### config.mk
export PLATFORM = sky130hd
export DESIGN_NAME = bbl_window
export DESIGN_NICKNAME = d
export VERILOG_FILES = /design/src/hdl/bbl_pkg.sv /design/src/hdl/bbl_window.sv
export SDC_FILE = /design/constraint.sdc
export NUM_CORES = 1
export LEC_CHECK = 0
export BUFFER_PORTS_ARGS = -buffer_cell sky130_fd_sc_hd__buf_4
export CORE_ASPECT_RATIO = 0.8
export CORE_MARGIN = 4
export CORE_UTILIZATION = 50
export CTS_CLUSTER_DIAMETER = 80
export DETAILED_ROUTE_END_ITERATION = 16
export GPL_ROUTABILITY_DRIVEN = 0
export PLACE_DENSITY_LB_ADDON = 0.3
export SYNTH_ARGS = -nofsm -noshare
export SYNTH_HDL_FRONTEND = slang
export SYNTH_SLANG_ARGS = --single-unit
### constraint.sdc
create_clock -name i_clk -period 32.5 [get_ports i_clk]
set_input_delay 6.5 -clock i_clk [delete_from_list [all_inputs] [get_ports i_clk]]
set_output_delay 6.5 -clock i_clk [all_outputs]
set_load 0.005 [all_outputs]
### src/hdl/bbl_pkg.sv
`default_nettype none

package bbl_pkg;

    // pixel layout: red in the low byte, then green, then blue
    localparam int PIX_W    = 8;
    localparam int NUM_CH   = 3;
    localparam int PIXEL_W  = PIX_W * NUM_CH;

    // 7x7 window, six earlier rows held per column
    localparam int TAPS     = 7;
    localparam int HALO     = 3;
    localparam int LB_ROWS  = TAPS - 1;
    localparam int WORD_W   = LB_ROWS * PIXEL_W;

    // 7 * 255 and 49 * 255
    localparam int COLSUM_W = 11;
    localparam int SUM_W    = 14;

    // round(sum / 49) = floor((2 * sum + 49) / 98) = ((2 * sum + 49) * 42800) >> 22
    localparam int                  NUM_W      = SUM_W + 1;
    localparam int                  DIV_MUL_W  = 16;
    localparam logic [DIV_MUL_W-1:0] DIV_MUL   = 16'd42800;
    localparam int                  DIV_SHIFT  = 22;
    localparam logic [NUM_W-1:0]    ROUND_BIAS = 15'd49;

    // configuration registers
    localparam int CFG_IDX_W    = 1;
    localparam int CFG_DATA_W   = 13;
    localparam int WIDTH_REG_W  = 12;
    localparam int HEIGHT_REG_W = 13;

    localparam logic [CFG_IDX_W-1:0] CFG_FRAME_WIDTH  = 1'b0;
    localparam logic [CFG_IDX_W-1:0] CFG_FRAME_HEIGHT = 1'b1;

    localparam logic [WIDTH_REG_W-1:0]  RESET_WIDTH  = 12'd640;
    localparam logic [HEIGHT_REG_W-1:0] RESET_HEIGHT = 13'd480;

    // per-item control that travels with the pixel
    typedef struct packed {
        logic            produce;  // item releases one result
        logic            last;     // that result closes the frame
        logic [TAPS-1:0] rmask;    // rows y-k inside the frame, k = 0..6
        logic [TAPS-1:0] cmask;    // window taps inside the center row
    } t_tag;

    typedef logic [NUM_CH-1:0][SUM_W-1:0] t_sums;

endpackage

`default_nettype wire

### src/hdl/bbl_window.sv
`default_nettype none

module bbl_window (
    input  wire logic                        i_clk,
    input  wire logic                        i_rst_n,
    input  wire logic                        i_valid,
    output logic                             o_ready,
    input  wire logic [bbl_pkg::PIXEL_W-1:0] i_pix,
    input  wire logic [bbl_pkg::WORD_W-1:0]  i_word,
    input  wire bbl_pkg::t_tag               i_tag,
    output logic                             o_valid,
    input  wire logic                        i_ready,
    output bbl_pkg::t_sums                   o_sum,
    output logic                             o_last
);
    import bbl_pkg::*;

    typedef logic [NUM_CH-1:0][COLSUM_W-1:0] t_colsums;

    logic     r2_valid, r3_valid, r4_valid;
    t_colsums r2_cs;
    t_tag     r2_tag, r3_tag;
    t_colsums r_win [TAPS];
    t_sums    r4_sum;
    logic     r4_last;
    t_colsums n_cs;
    t_sums    n_sum;
    logic     en2, en3, en4;

    // stage enables, a stage loads when it is empty or drains
    assign en4     = !r4_valid || i_ready;
    assign en3     = !r3_valid || en4;
    assign en2     = !r2_valid || en3;
    assign o_ready = en2;

    // vertical sum over the seven rows of this column
    always_comb begin
        for (int ch = 0; ch < NUM_CH; ch++) begin
            n_cs[ch] = '0;
            if (i_tag.rmask[0]) begin
                n_cs[ch] = COLSUM_W'(i_pix[ch*PIX_W +: PIX_W]);
            end
            for (int k = 1; k < TAPS; k++) begin
                if (i_tag.rmask[k]) begin
                    n_cs[ch] = n_cs[ch] +
                        COLSUM_W'(i_word[(k-1)*PIXEL_W + ch*PIX_W +: PIX_W]);
                end
            end
        end
    end

    // horizontal sum over the taps that lie in the center row
    always_comb begin
        for (int ch = 0; ch < NUM_CH; ch++) begin
            n_sum[ch] = '0;
            for (int j = 0; j < TAPS; j++) begin
                if (r3_tag.cmask[j]) begin
                    n_sum[ch] = n_sum[ch] + SUM_W'(r_win[j][ch]);
                end
            end
        end
    end

    // stage valids
    always_ff @(posedge i_clk) begin
        if (!i_rst_n) begin
            r2_valid <= 1'b0;
            r3_valid <= 1'b0;
            r4_valid <= 1'b0;
        end else begin
            if (en2) begin
                r2_valid <= i_valid;
            end
            if (en3) begin
                r3_valid <= r2_valid;
            end
            if (en4) begin
                r4_valid <= r3_valid && r3_tag.produce;
            end
        end
    end

    // column sums
    always_ff @(posedge i_clk) begin
        if (en2 && i_valid) begin
            r2_cs  <= n_cs;
            r2_tag <= i_tag;
        end
    end

    // window of the last seven column sums, newest in tap 0
    always_ff @(posedge i_clk) begin
        if (en3 && r2_valid) begin
            r_win[0] <= r2_cs;
            for (int j = 1; j < TAPS; j++) begin
                r_win[j] <= r_win[j-1];
            end
            r3_tag <= r2_tag;
        end
    end

    // window sums
    always_ff @(posedge i_clk) begin
        if (en4 && r3_valid) begin
            r4_sum  <= n_sum;
            r4_last <= r3_tag.last;
        end
    end

    assign o_valid = r4_valid;
    assign o_sum   = r4_sum;
    assign o_last  = r4_last;

endmodule

`default_nettype wire

==> results.sh <==
export IMPL_outcome="finished clean"
export IMPL_cp_data_arrival_time_ns=7.54
export IMPL_rsz0062_at_grt="false"
export IMPL_grt_max_degree=161
export IMPL_die_y_um=225
export IMPL_postCtsHoldBufs=0
export IMPL_fillCellCount=4894
export IMPL_cts_tree="built"
export IMPL_initial_core_util_pct=50.6
export IMPL_grt_pass1_wl_um=114000
export IMPL_powerDensity_nw_per_um2=55.7
export IMPL_drtAntennaViolNets=0
export IMPL_yosys_warnings=0
export IMPL_synth_edf_count=325
export IMPL_whs_endpoint="r_win[0][6]$_DFFE_PP_"
export IMPL_cts_max_level=2
export IMPL_wirelength_um=69600
export IMPL_first_iter_violations=1666
export IMPL_grt_pass1_vias=23500
export IMPL_synth_area_per_cell_um2=9.58
export IMPL_synth_flop_cell="edfxtp_1"
export IMPL_hold_depth=0
export IMPL_worstReg2RegEnd="o_sum[41]$_DFFE_PP_"
export IMPL_dp_hpwl_um=55100
export IMPL_path_class="in -> out"
export IMPL_clock_latency_ns=0.56
export IMPL_ios=233
export IMPL_die_w_um=280
export IMPL_drc=0
export IMPL_r2r_cells=43
export IMPL_worst_hold_slack_ns=0.395
export IMPL_cap_violations=0
export IMPL_vias=23700
export IMPL_ys_async_sr_fraction_pct=0
export IMPL_clock_path_buffers=3
export IMPL_design_core_area_um2=58300
export IMPL_dr_pass1_iters=6
export IMPL_clk_pin_slew_worst_paths_ns=0.06
export IMPL_num_nets_final=3849
export IMPL_drv_slew=0
export IMPL_synth_top_area_share_pct=33.1
export IMPL_r2r_start="r3_tag[0]$_DFFE_PP_"
export IMPL_syn_num_nets=3638
export IMPL_synth_cell_type_count=87
export IMPL_skew_ns=0.0197
export IMPL_synthCells=3078
export IMPL_worstPathRequired_ns=26.00
export IMPL_r2r_setup_slack_ns=22.30
export IMPL_synth_most_common_cell="ha_1"
export IMPL_final_setup_tns_ns=0
export IMPL_synth_area_leaders="edfxtp_1, ha_1, mux2_2"
export IMPL_synth_common_cells="ha_1, edfxtp_1, a21oi_1"
export IMPL_area_growth_pct=12.9
export IMPL_synth_seq_cells=328
export IMPL_setup_viol=0
export IMPL_cp_end_kind="output port"
export IMPL_cellLeakagePower_uw=0.0141
export IMPL_yosys_area_top_type="edfxtp_1"
export IMPL_overflow=0
export IMPL_slew_headroom_pct=34.5
export IMPL_path_max_fanout=6
export IMPL_cp_start_kind="primary input"
export IMPL_grt_total_usage_pct=21.6
export IMPL_antenna_found_initial=6
export IMPL_num_rows=79
export IMPL_finalCriticalPeriod_ns=14.04
export IMPL_ys_seq_area_share_pct=33.3
export IMPL_cts_setup_buffers=0
export IMPL_worstHoldPathType="reg -> reg"
export IMPL_root_buffer="clkbuf_16"
export IMPL_syn_cell_area_um2=29500
export IMPL_vdd_drop_max_mv=0.0317
export IMPL_die_area_um2=63000
export IMPL_viasPerCell=5.80
export IMPL_fmax_ghz=0.0712
export IMPL_cts_made_buffers=39
export IMPL_hold_violations=0
export IMPL_drive_gt1_share_pct=13.9
export IMPL_tightestPinTransition_ns=0.983
export IMPL_min_delay_start="r2_cs[6]$_DFFE_PP_"
export IMPL_drt_wirelength_per_cell_um=17.0
export IMPL_port_buffers=232
export IMPL_cts_resized=0
export IMPL_cts_sinks=328
export IMPL_period_share_pct=43.2
==> metrics by stage <==
stage          cell area (um2)  setup slack (ns)  utilization [%]  std cells  total power [uW]
6_report                 33300             18.46             57.1       4089              1850
5_1_grt                  33300             18.38             57.1       4088              1990
4_1_cts                  33300             18.44             57.1       4088              1850
3_5_place_dp             32000             18.44             54.9       4017              1420
3_3_place_gp             32000             18.51             54.9       4017              1370
2_1_floorplan            29500              7.43                -       3078              1240
==> state kept, by name, indices dropped and copies added, names as in the netlist <==
register and count:
r3_tag 9, r_win 231, o_last 1, r2_tag 9, r3_valid 1, o_sum 42, r2_cs 33, r2_valid 1
o_valid 1
==> routing by layer <==
layer / vias to the layer above / GRT usage (%) / part of all wire [%]
met1: 11100 / 27.8 / 44
met5: - / 0 / 0.081
met3: 146 / 4.16 / 6.3
li1: 11700 / - / -
met2: 725 / 37.0 / 46
met4: 10 / 6.91 / 2.9
==> critical path: stages <==
cell and delay, ns:
buf_4 0.11, nor2b_1 0.56, nand3_1 0.19, buf_4 0.18
==> how the worst max path moves through the flow <==
stage / start / end / slack [ns]
floorplan: i_ready / r3_tag[0]$_DFFE_PP_ / 7.43
global placement: i_ready / o_ready / 18.51
finish: i_ready / o_ready / 18.46
detailed placement: i_ready / o_ready / 18.44
global route: i_ready / o_ready / 18.38
CTS: i_ready / o_ready / 18.44
==> final cells by class <==
class | count | area [um2] | share of cell area, %
clock buffer | 50 | 1040 | 3.12
timing repair buffer | 243 | 1840 | 5.52
sequential | 328 | 9820 | 29.5
tap | 769 | 962 | 2.89
multi-input combinational | 2458 | 18600 | 55.9
clock inverter | 21 | 211 | 0.635
inverter | 219 | 822 | 2.47
antenna | 1 | 2.50 | 0.00752
==> report_power, final <==
group	internal (uW)	leakage (uW)	switching (uW)
Clock	258	0.000615	170
Sequential	516	0.00308	9.57
Combinational	409	0.0104	491
Total	1180	0.0141	670
==> cell families after synthesis <==
kind of cell             synth area share [%]
buffers and inverters                    3.75
AO/OA/AOI/OAI                            19.2
flip-flops                               33.3
multiplexers                             6.69
AND/OR/NAND/NOR                          12.2
adder cells (fa/ha/maj)                  16.7
XOR/XNOR                                 8.15
==> layout by cell type (no fill, tap or decap), types with 9 or more instances in the layout <==
cell       synthesis  layout
and2_1            40      40
a21o_1            64      64
or3_1             20      20
clkbuf_1          64      10
nand3b_1          16      16
inv_1            215     215
a211oi_1          30      30
a41oi_1           12      12
o21a_1            78      78
or2_2             11      11
buf_4              1     242
a21oi_1          253     253
nand3_1           54      54
fa_1              36      36
o211ai_1          12      12
edfxtp_1         325     325
a41o_1            10      10
a31oi_1           18      17
o31ai_1           33      33
nand2b_1          36      36
nor3_1            46      46
o22ai_1           22      22
nand2_1          208     208
o21ai_0          195     195
clkinv_1           2       9
clkbuf_16          0      40
nor2_1           220     220
xor2_1            97      97
and3_1            16      16
mux2i_1           51      51
mux2_2           126     126
a21boi_0          28      27
o21ai_1            9       9
xnor2_1          156     156
ha_1             336     336
o21bai_1          28      28
nor2b_1           65      64
(Power assumes the default switching activity.)
