--- src/hdl/bbl_pkg.sv ---
`default_nettype none

package bbl_pkg;

    // pixel layout: red in the low byte, then green, then blue
    localparam int PIX_W    = 8;
    localparam int NUM_CH   = 3;
    localparam int PIXEL_W  = PIX_W * NUM_CH;

    // 7x7 window, six earlier rows held per column
    localparam int TAPS     = 7;
    localparam int HALO     = 3;
    localparam int LB_ROWS  = TAPS - 1;
    localparam int WORD_W   = LB_ROWS * PIXEL_W;

    // 7 * 255 and 49 * 255
    localparam int COLSUM_W = 11;
    localparam int SUM_W    = 14;

    // round(sum / 49) = floor((2 * sum + 49) / 98) = ((2 * sum + 49) * 42800) >> 22
    localparam int                  NUM_W      = SUM_W + 1;
    localparam int                  DIV_MUL_W  = 16;
    localparam logic [DIV_MUL_W-1:0] DIV_MUL   = 16'd42800;
    localparam int                  DIV_SHIFT  = 22;
    localparam logic [NUM_W-1:0]    ROUND_BIAS = 15'd49;

    // configuration registers
    localparam int CFG_IDX_W    = 1;
    localparam int CFG_DATA_W   = 13;
    localparam int WIDTH_REG_W  = 12;
    localparam int HEIGHT_REG_W = 13;

    localparam logic [CFG_IDX_W-1:0] CFG_FRAME_WIDTH  = 1'b0;
    localparam logic [CFG_IDX_W-1:0] CFG_FRAME_HEIGHT = 1'b1;

    localparam logic [WIDTH_REG_W-1:0]  RESET_WIDTH  = 12'd640;
    localparam logic [HEIGHT_REG_W-1:0] RESET_HEIGHT = 13'd480;

    // per-item control that travels with the pixel
    typedef struct packed {
        logic            produce;  // item releases one result
        logic            last;     // that result closes the frame
        logic [TAPS-1:0] rmask;    // rows y-k inside the frame, k = 0..6
        logic [TAPS-1:0] cmask;    // window taps inside the center row
    } t_tag;

    typedef logic [NUM_CH-1:0][SUM_W-1:0] t_sums;

endpackage

`default_nettype wire

--- src/hdl/bbl_round49.sv ---
`default_nettype none

module bbl_round49 (
    input  wire logic                        i_clk,
    input  wire logic                        i_rst_n,
    input  wire logic                        i_valid,
    output logic                             o_ready,
    input  wire bbl_pkg::t_sums              i_sum,
    input  wire logic                        i_last,
    output logic                             o_tvalid,
    input  wire logic                        i_tready,
    output logic [bbl_pkg::PIXEL_W-1:0]      o_tdata,
    output logic                             o_tlast
);
    import bbl_pkg::*;

    logic                r_valid;
    logic [PIXEL_W-1:0]  r_data;
    logic                r_last;
    logic [PIXEL_W-1:0]  n_data;
    logic [NUM_W-1:0]    num;
    logic [NUM_W+DIV_MUL_W-1:0] prod;
    logic                en;

    assign en      = !r_valid || i_tready;
    assign o_ready = en;

    // round half up of sum / 49 by reciprocal multiply, exact for every 49-pixel sum
    always_comb begin
        num  = '0;
        prod = '0;
        for (int ch = 0; ch < NUM_CH; ch++) begin
            num  = {i_sum[ch], 1'b0} + ROUND_BIAS;
            prod = (NUM_W + DIV_MUL_W)'(num) * (NUM_W + DIV_MUL_W)'(DIV_MUL);
            n_data[ch*PIX_W +: PIX_W] = prod[DIV_SHIFT +: PIX_W];
        end
    end

    // output register
    always_ff @(posedge i_clk) begin
        if (!i_rst_n) begin
            r_valid <= 1'b0;
        end else if (en) begin
            r_valid <= i_valid;
        end
    end

    always_ff @(posedge i_clk) begin
        if (en && i_valid) begin
            r_data <= n_data;
            r_last <= i_last;
        end
    end

    assign o_tvalid = r_valid;
    assign o_tdata  = r_data;
    assign o_tlast  = r_last;

endmodule

`default_nettype wire

--- config.mk ---
export PLATFORM = sky130hd
export DESIGN_NAME = bbl_round49
export DESIGN_NICKNAME = d
export VERILOG_FILES = /design/src/hdl/bbl_pkg.sv /design/src/hdl/bbl_round49.sv
export SDC_FILE = /design/constraint.sdc
export NUM_CORES = 1
export LEC_CHECK = 0
export BUFFER_PORTS_ARGS = -buffer_cell sky130_fd_sc_hd__buf_2
export CORE_MARGIN = 5
export CORE_UTILIZATION = 25
export CTS_CLUSTER_SIZE = 16
export DETAILED_ROUTE_END_ITERATION = 16
export MAX_ROUTING_LAYER = met4
export PLACE_DENSITY = 0.52
export REMOVE_ABC_BUFFERS = 1
export SYNTH_ARGS = -nofsm -noshare
export SYNTH_HDL_FRONTEND = slang
export SYNTH_SLANG_ARGS = --single-unit
--- constraint.sdc ---
create_clock -name i_clk -period 12.4 [get_ports i_clk]
set_clock_uncertainty 0.15 [all_clocks]
set_input_delay 1.86 -clock i_clk [delete_from_list [all_inputs] [get_ports i_clk]]
set_output_delay 1.86 -clock i_clk [all_outputs]
set_load 0.01 [all_outputs]
==> impl_metrics.json, run 1 <==
{
  "outcome": "completed",
  "max-slew-margin-rel": 0.5514,
  "antenna_found_initial": 0,
  "layout.cells.non_filler": 1703,
  "num_rows": 75,
  "place_ws_ns": 4.051,
  "placedCellCount": 1698,
  "clk_pin_slew_ns": 0.08,
  "cts_tree": "done",
  "leakage_nw": 6.300,
  "drt_pass1_iterations": 4,
  "placed_area_mm2": 0.01149,
  "gr-total-overflow": 0,
  "worst_slack_ns": 4.743,
  "cellPowerDensity_mw_per_mm2": 233.3,
  "pin_count": 74,
  "drive_gt1_frac": 0.07732,
  "hold_class": "flip-flop to flip-flop",
  "cts_root_buf": "clkbuf_16",
  "syn_to_final_growth_pct": 11.00,
  "rsz0062_at_grt": "false",
  "synth_edf_count": 25,
  "post-dp-hpwl_mm": 20.66,
  "start_util": 0.2508,
  "critPathKind": "input port to flip-flop",
  "switching_share": 0.5246,
  "maxSlewViolCount": 0,
  "post-route-min-period_ns": 7.657,
  "die-width_um": 214.4,
  "gp_congestion": 0.8142,
  "sequentialPowerShare": 0.086,
  "wl_per_cell_um": 13.02,
  "grt_pass1_wl_mm": 38.41,
  "startpoint_type": "input port",
  "cpPeakStageDelay_ns": 0.57,
  "dr_total_vias": 7121,
  "yosys.area.top_type": "ha_1",
  "synth_area_leaders": "ha_1 32%, fa_1 29%, inv_1 11%",
  "cp_slowest_cell": "fa_1",
  "drt_iter0_markers": 147,
  "postCtsSetupBuffers": 0,
  "fin_tns_setup_ns": 0,
  "finalSetupViolations": 0,
  "htreeDepth": 1,
  "synth.distinct_cells": 51,
  "ys_warn_count": 0,
  "vias_per_cell": 4.181,
  "grt_usage": 0.1024,
  "cts_resized": 0,
  "ir_worst_vdd_mv": 0.09708,
  "worst_pin_slew_ns": 0.6681,
  "arrival_ns": 7.57,
  "cts_sinks": 26,
  "fin_area_mm2": 0.01160,
  "clock_latency_ns": 0.27,
  "post-route-util": 0.2784,
  "p_total_mw": 2.706,
  "holdWs_ns": 0.3811,
  "critPathMostFrequentCell": "ha_1",
  "grt_max_degree": 26,
  "grt_pass1_vias": 7770,
  "p_switching_mw": 1.419,
  "ant_nets": 0,
  "combPwrFrac": 0.877,
  "synth_top_flop_cell": "edfxtp_1",
  "io_buffers": 73,
  "drc": 0,
  "cts_inserted_buffers": 3,
  "core_area_mm2": 0.04167,
  "nets": 1628,
  "whs_path_depth": 2,
  "synth-async-reset-ratio": 0,
  "synth_top_area_frac": 0.3197,
  "crit_path_end_kind": "flip-flop",
  "ctsHoldBuffers": 0,
  "hold_viol_final": 0,
  "cts_buffer_depth": 2,
  "maxCapViolations": 0,
  "startpoint": "i_sum[31]",
  "required_ns": 12.31,
  "fmax_mhz": 130.6,
  "worstPathMaxFanout": 6,
  "clock_power_share": 0.038,
  "syn_avg_cell_area_um2": 9.621,
  "synthesis.area_mm2": 0.01045,
  "post-route-period-util": 0.6175,
  "ys_seq_elements": 26,
  "dieArea_mm2": 0.04598,
  "min_from": "o_tvalid",
  "rr_worst_depth": 3,
  "die_y_um": 214.4,
  "cp_cell_sequence": "buf_2, inv_1, ha_1, nor3_1, and3_1, xor2_1, ha_1, ha_1, fa_1, inv_1, fa_1, fa_1, inv_1, ha_1, a21oi_1, o21ai_0, a21oi_1, a21oi_1, or4_1, o311ai_0",
  "n_fill_cell": 4464,
  "p_int_mw": 1.286,
  "drt_wl_total_mm": 22.17,
  "ys_seq_area_frac": 0.07376,
  "diodes": 0,
  "r2r_start": "o_tvalid",
  "syn_inst": 1086
}
kinds of logic (layout without fill, tap and decap cells):
family,count (synthesis),count (layout),share of synthesized area
XOR/XNOR,94,94,0.08011
AO/OA/AOI/OAI,102,102,0.06419
adder cells (fa/ha/maj),416,416,0.6052
AND/OR/NAND/NOR,130,130,0.06215
buffers and inverters,318,396,0.1146
flip-flops,26,26,0.07376
worst paths after layout:
path                  to  slack [ns]
min reg2reg     o_tvalid        0.38
max          o_tdata[18]        4.74
min             o_tvalid        0.38
max reg2reg  o_tdata[19]       11.00
cell type report:
cell class,instances,area [µm²],share of cell area
Tap cell,539,674.4,0.05814
Clock inverter,1,30.03,0.002589
Clock buffer,3,75.07,0.006473
Timing Repair Buffer,75,377.9,0.03258
Multi-Input combinational cell,742,8481,0.7312
Inverter,317,1190,0.1026
Sequential cell,26,770.7,0.06645
cell usage after synthesis, types with 2 or more instances:
master     number
nor3_1         15
ha_1          267
and2_1          6
nand4_1         6
nand3_1         8
fa_1          149
o311ai_0        2
nor2_1         31
or2_2           5
nand2b_1        2
a21o_1         16
and3_1          7
o211ai_1        5
a21oi_1        31
xor2_1         38
o21a_1          3
nand3b_1        2
edfxtp_1       25
a211oi_1        3
inv_1         317
o21ai_0        17
a32oi_1         2
a31oi_1         7
nand2_1        36
or4_1           2
nor2b_1         3
xnor2_1        55
a2111oi_0       3
worst max-delay path: cells and delay by family:
kind            cells  cell delay, ns
compound gates      5            1.06
fa+ha+maj           7            2.83
simple gates        3            1.06
xor+xnor            1            0.43
buf+inv             4            0.34
per-layer routing:
| metal | wire (µm) | up-vias | part of all wire | track usage |
|---|---|---|---|---|
| met5 | 0 | - | 0 | - |
| met4 | 99 | 0 | 0.0045 | 0.009019 |
| met3 | 429 | 9 | 0.019 | 0.009036 |
| met2 | 10780 | 54 | 0.49 | 0.1739 |
| met1 | 10860 | 3445 | 0.49 | 0.1395 |
| li1 | - | 3613 | - | - |
power groups by stage:
stage,combinational [mW],sequential (mW),clock (mW)
global route,2.78,0.240,0.110
finish,2.37,0.232,0.102
CTS,2.42,0.236,0.108
floorplan,1.75,0.239,0
global placement,2.36,0.240,0
detailed placement,2.38,0.236,0
layout by cell type (no fill, tap or decap), types with 2 or more instances in the layout:
| master | netlist | routed |
|---|---|---|
| inv_1 | 317 | 317 |
| ha_1 | 267 | 267 |
| fa_1 | 149 | 149 |
| buf_2 | 0 | 73 |
| xnor2_1 | 55 | 55 |
| xor2_1 | 38 | 38 |
| nand2_1 | 36 | 36 |
| nor2_1 | 31 | 31 |
| a21oi_1 | 31 | 31 |
| edfxtp_1 | 25 | 25 |
| o21ai_0 | 17 | 17 |
| a21o_1 | 16 | 16 |
| nor3_1 | 15 | 15 |
| nand3_1 | 8 | 8 |
| and3_1 | 7 | 7 |
| a31oi_1 | 7 | 7 |
| nand4_1 | 6 | 6 |
| and2_1 | 6 | 6 |
| or2_2 | 5 | 5 |
| o211ai_1 | 5 | 5 |
| nor2b_1 | 3 | 3 |
| a211oi_1 | 3 | 3 |
| o21a_1 | 3 | 3 |
| a2111oi_0 | 3 | 3 |
| clkbuf_16 | 0 | 3 |
| nand3b_1 | 2 | 2 |
| a32oi_1 | 2 | 2 |
| or4_1 | 2 | 2 |
| o311ai_0 | 2 | 2 |
| nand2b_1 | 2 | 2 |
state kept, by name, summed over array words and instances (netlist names):
register	flops
o_tlast	1
o_tdata	24
o_tvalid	1
(Power assumes the default switching activity.)
==> inputs of run 2 (changes only) <==
--- a/config.mk
+++ b/config.mk
@@ -5,13 +5,14 @@
 export SDC_FILE = /design/constraint.sdc
 export NUM_CORES = 1
 export LEC_CHECK = 0
+export ABC_AREA = 1
 export BUFFER_PORTS_ARGS = -buffer_cell sky130_fd_sc_hd__buf_2
 export CORE_MARGIN = 5
 export CORE_UTILIZATION = 25
 export CTS_CLUSTER_SIZE = 16
 export DETAILED_ROUTE_END_ITERATION = 16
 export MAX_ROUTING_LAYER = met4
-export PLACE_DENSITY = 0.52
+export PLACE_DENSITY = 0.53
 export REMOVE_ABC_BUFFERS = 1
 export SYNTH_ARGS = -nofsm -noshare
 export SYNTH_HDL_FRONTEND = slang
==> constraint.sdc (replaced) <==
create_clock -name i_clk -period 6.9 [get_ports i_clk]
set_clock_uncertainty 0.15 [all_clocks]
set_input_delay 1.035 -clock i_clk [delete_from_list [all_inputs] [get_ports i_clk]]
set_output_delay 1.035 -clock i_clk [all_outputs]
set_load 0.01 [all_outputs]
==> impl_metrics.json, run 2 <==
{
  "cts_inserted_buffers": 3,
  "htreeDepth": 1,
  "die-width_um": 230.8,
  "synth_top_area_frac": 0.2742,
  "finalSetupViolations": 0,
  "nets": 2127,
  "synthesis.area_mm2": 0.01218,
  "grt_pass1_vias": 10299,
  "clock_latency_ns": 0.28,
  "synth_common_cells": "434 x inv_1, 303 x nand2_1, 267 x ha_1, 149 x fa_1, 95 x nor2_1",
  "post-dp-hpwl_mm": 26.97,
  "start_util": 0.2510,
  "grt_usage": 0.1150,
  "fin_tns_setup_ns": 0,
  "outcome": "completed",
  "syn_avg_cell_area_um2": 7.697,
  "core_area_mm2": 0.04855,
  "crit_path_end_kind": "flip-flop",
  "synth_top_family_by_area": "adder cells",
  "num_rows": 81,
  "synth-async-reset-ratio": 0,
  "ant_nets": 0,
  "yosys.area.top_type": "ha_1",
  "syn_inst": 1583,
  "rr_worst_depth": 1,
  "largest_reg_flops": 24,
  "synthMuxAreaShare": 0,
  "synth_top_flop_cell": "edfxtp_1",
  "max-slew-margin-rel": 0.3228,
  "post-route-period-util": 0.8742,
  "vias_per_cell": 4.248,
  "synth-simple-area-share": 0.1792,
  "fmax_mhz": 165.8,
  "antenna_found_initial": 0,
  "ys_seq_area_frac": 0.06326,
  "cts_buffer_depth": 2,
  "syn_to_final_growth_pct": 10.53,
  "synth.distinct_cells": 37,
  "wl_per_cell_um": 12.64,
  "dr_total_vias": 9707,
  "diodes": 0,
  "ys_warn_count": 0,
  "io_buffers": 73,
  "clk_pin_slew_ns": 0.08,
  "maxSlewViolCount": 0,
  "drive_gt1_frac": 0.07035,
  "hold_viol_final": 0,
  "layout_common_cells": "434 x inv_1, 303 x nand2_1, 267 x ha_1",
  "required_ns": 6.80,
  "maxCapViolations": 0,
  "final_common_cell": "inv_1",
  "whs_path_depth": 2,
  "gp_congestion": 0.8869,
  "drt_wl_total_mm": 28.88,
  "critPathKind": "input port to flip-flop",
  "ctsHoldBuffers": 0,
  "post-route-min-period_ns": 6.032,
  "hold_class": "flip-flop to flip-flop",
  "drt_iter0_markers": 312,
  "worstPathMaxFanout": 5,
  "synth-adder-area-share": 0.5190,
  "ys_seq_elements": 26,
  "cts_tree": "done",
  "dieArea_mm2": 0.05325,
  "synth_xor_area_frac": 0.04416,
  "pin_count": 74,
  "synth_compound_area_frac": 0.05853,
  "n_fill_cell": 5270,
  "postCtsSetupBuffers": 0,
  "grt_max_degree": 26,
  "yosys.cell_count.top_type": "inv_1",
  "startpoint_type": "input port",
  "gr-total-overflow": 0,
  "drc": 0,
  "arrival_ns": 5.94,
  "cts_resized": 0,
  "drt_pass1_iterations": 5,
  "cts_sinks": 26,
  "grt_pass1_wl_mm": 49.73,
  "worst_pin_slew_ns": 1.013,
  "die_y_um": 230.8,
  "cts_root_buf": "clkbuf_16",
  "rsz0062_at_grt": "false",
  "synth_area_leaders": "ha_1 27%, fa_1 24%, inv_1 13%",
  "synth_edf_count": 25
}
## run 2: path summary, 6_finish.rpt
path / from / endpoint / slack, ns
worst max-delay path: i_sum[31] / o_tdata[19] / 0.87
worst min-delay path: o_tvalid / o_tvalid / 0.40
worst max register to register: o_tvalid / o_tdata[9] / 5.20
worst min register to register: o_tvalid / o_tvalid / 0.40
## run 2: kinds of logic after synthesis
logic type / after synthesis
and+or+nand+nor: 517
buffers and inverters: 441
adders and majority gates: 416
AOI/OAI and AO/OA: 125
xor gates and xnor gates: 58
DFF: 26
## run 2: layout make-up
cell class                      count  area [µm²]  share of cell area
Clock inverter                      1       30.03            0.002230
Sequential cell                    26       770.7             0.05723
Multi-Input combinational cell   1116        9769              0.7254
Timing Repair Buffer               76       387.9             0.02880
Clock buffer                        3       75.07            0.005575
Tap cell                          622       778.2             0.05779
Inverter                          441        1655              0.1229
## run 2: per-layer routing
layer / GRT usage / share of wire / up-vias
li1: - / - / 5028
met2: 0.1962 / 0.48 / 107
met1: 0.1544 / 0.49 / 4552
met5: - / 0 / -
met4: 0.01430 / 0.012 / 0
met3: 0.009593 / 0.021 / 20
## run 2: per-stage QoR
stage	cell area [µm²]	std cells	hold slack, ns	utilization	setup WS, ns
6_report	13470	2285	0.4027	0.2774	0.8679
3_5_place_dp	13360	2281	0.3986	0.2752	0.5551
5_1_grt	13470	2285	0.4371	0.2774	0.4074
4_1_cts	13470	2285	0.4135	0.2774	0.8805
2_1_floorplan	12180	1583	0.4453	-	1.100
3_3_place_gp	13360	2281	0.3751	0.2752	0.6238
## run 2: critical path: stages
cell      delay, ns
buf_2          0.13
inv_1          0.12
ha_1           0.26
nand3b_2       0.27
nor2_4         0.15
nand2_1        0.06
nor2_1         0.11
xor2_1         0.25
inv_1          0.15
ha_1           0.34
ha_1           0.31
fa_1           0.48
inv_1          0.05
fa_1           0.50
fa_1           0.55
inv_1          0.04
ha_1           0.31
a21oi_1        0.20
o21ai_0        0.14
a21oi_1        0.25
nand3_1        0.11
nand2_1        0.06
nand2_1        0.04
Power of run 2 is not shown: default switching activity piles up to over one toggle a cycle in this logic, so the estimate is an artifact.
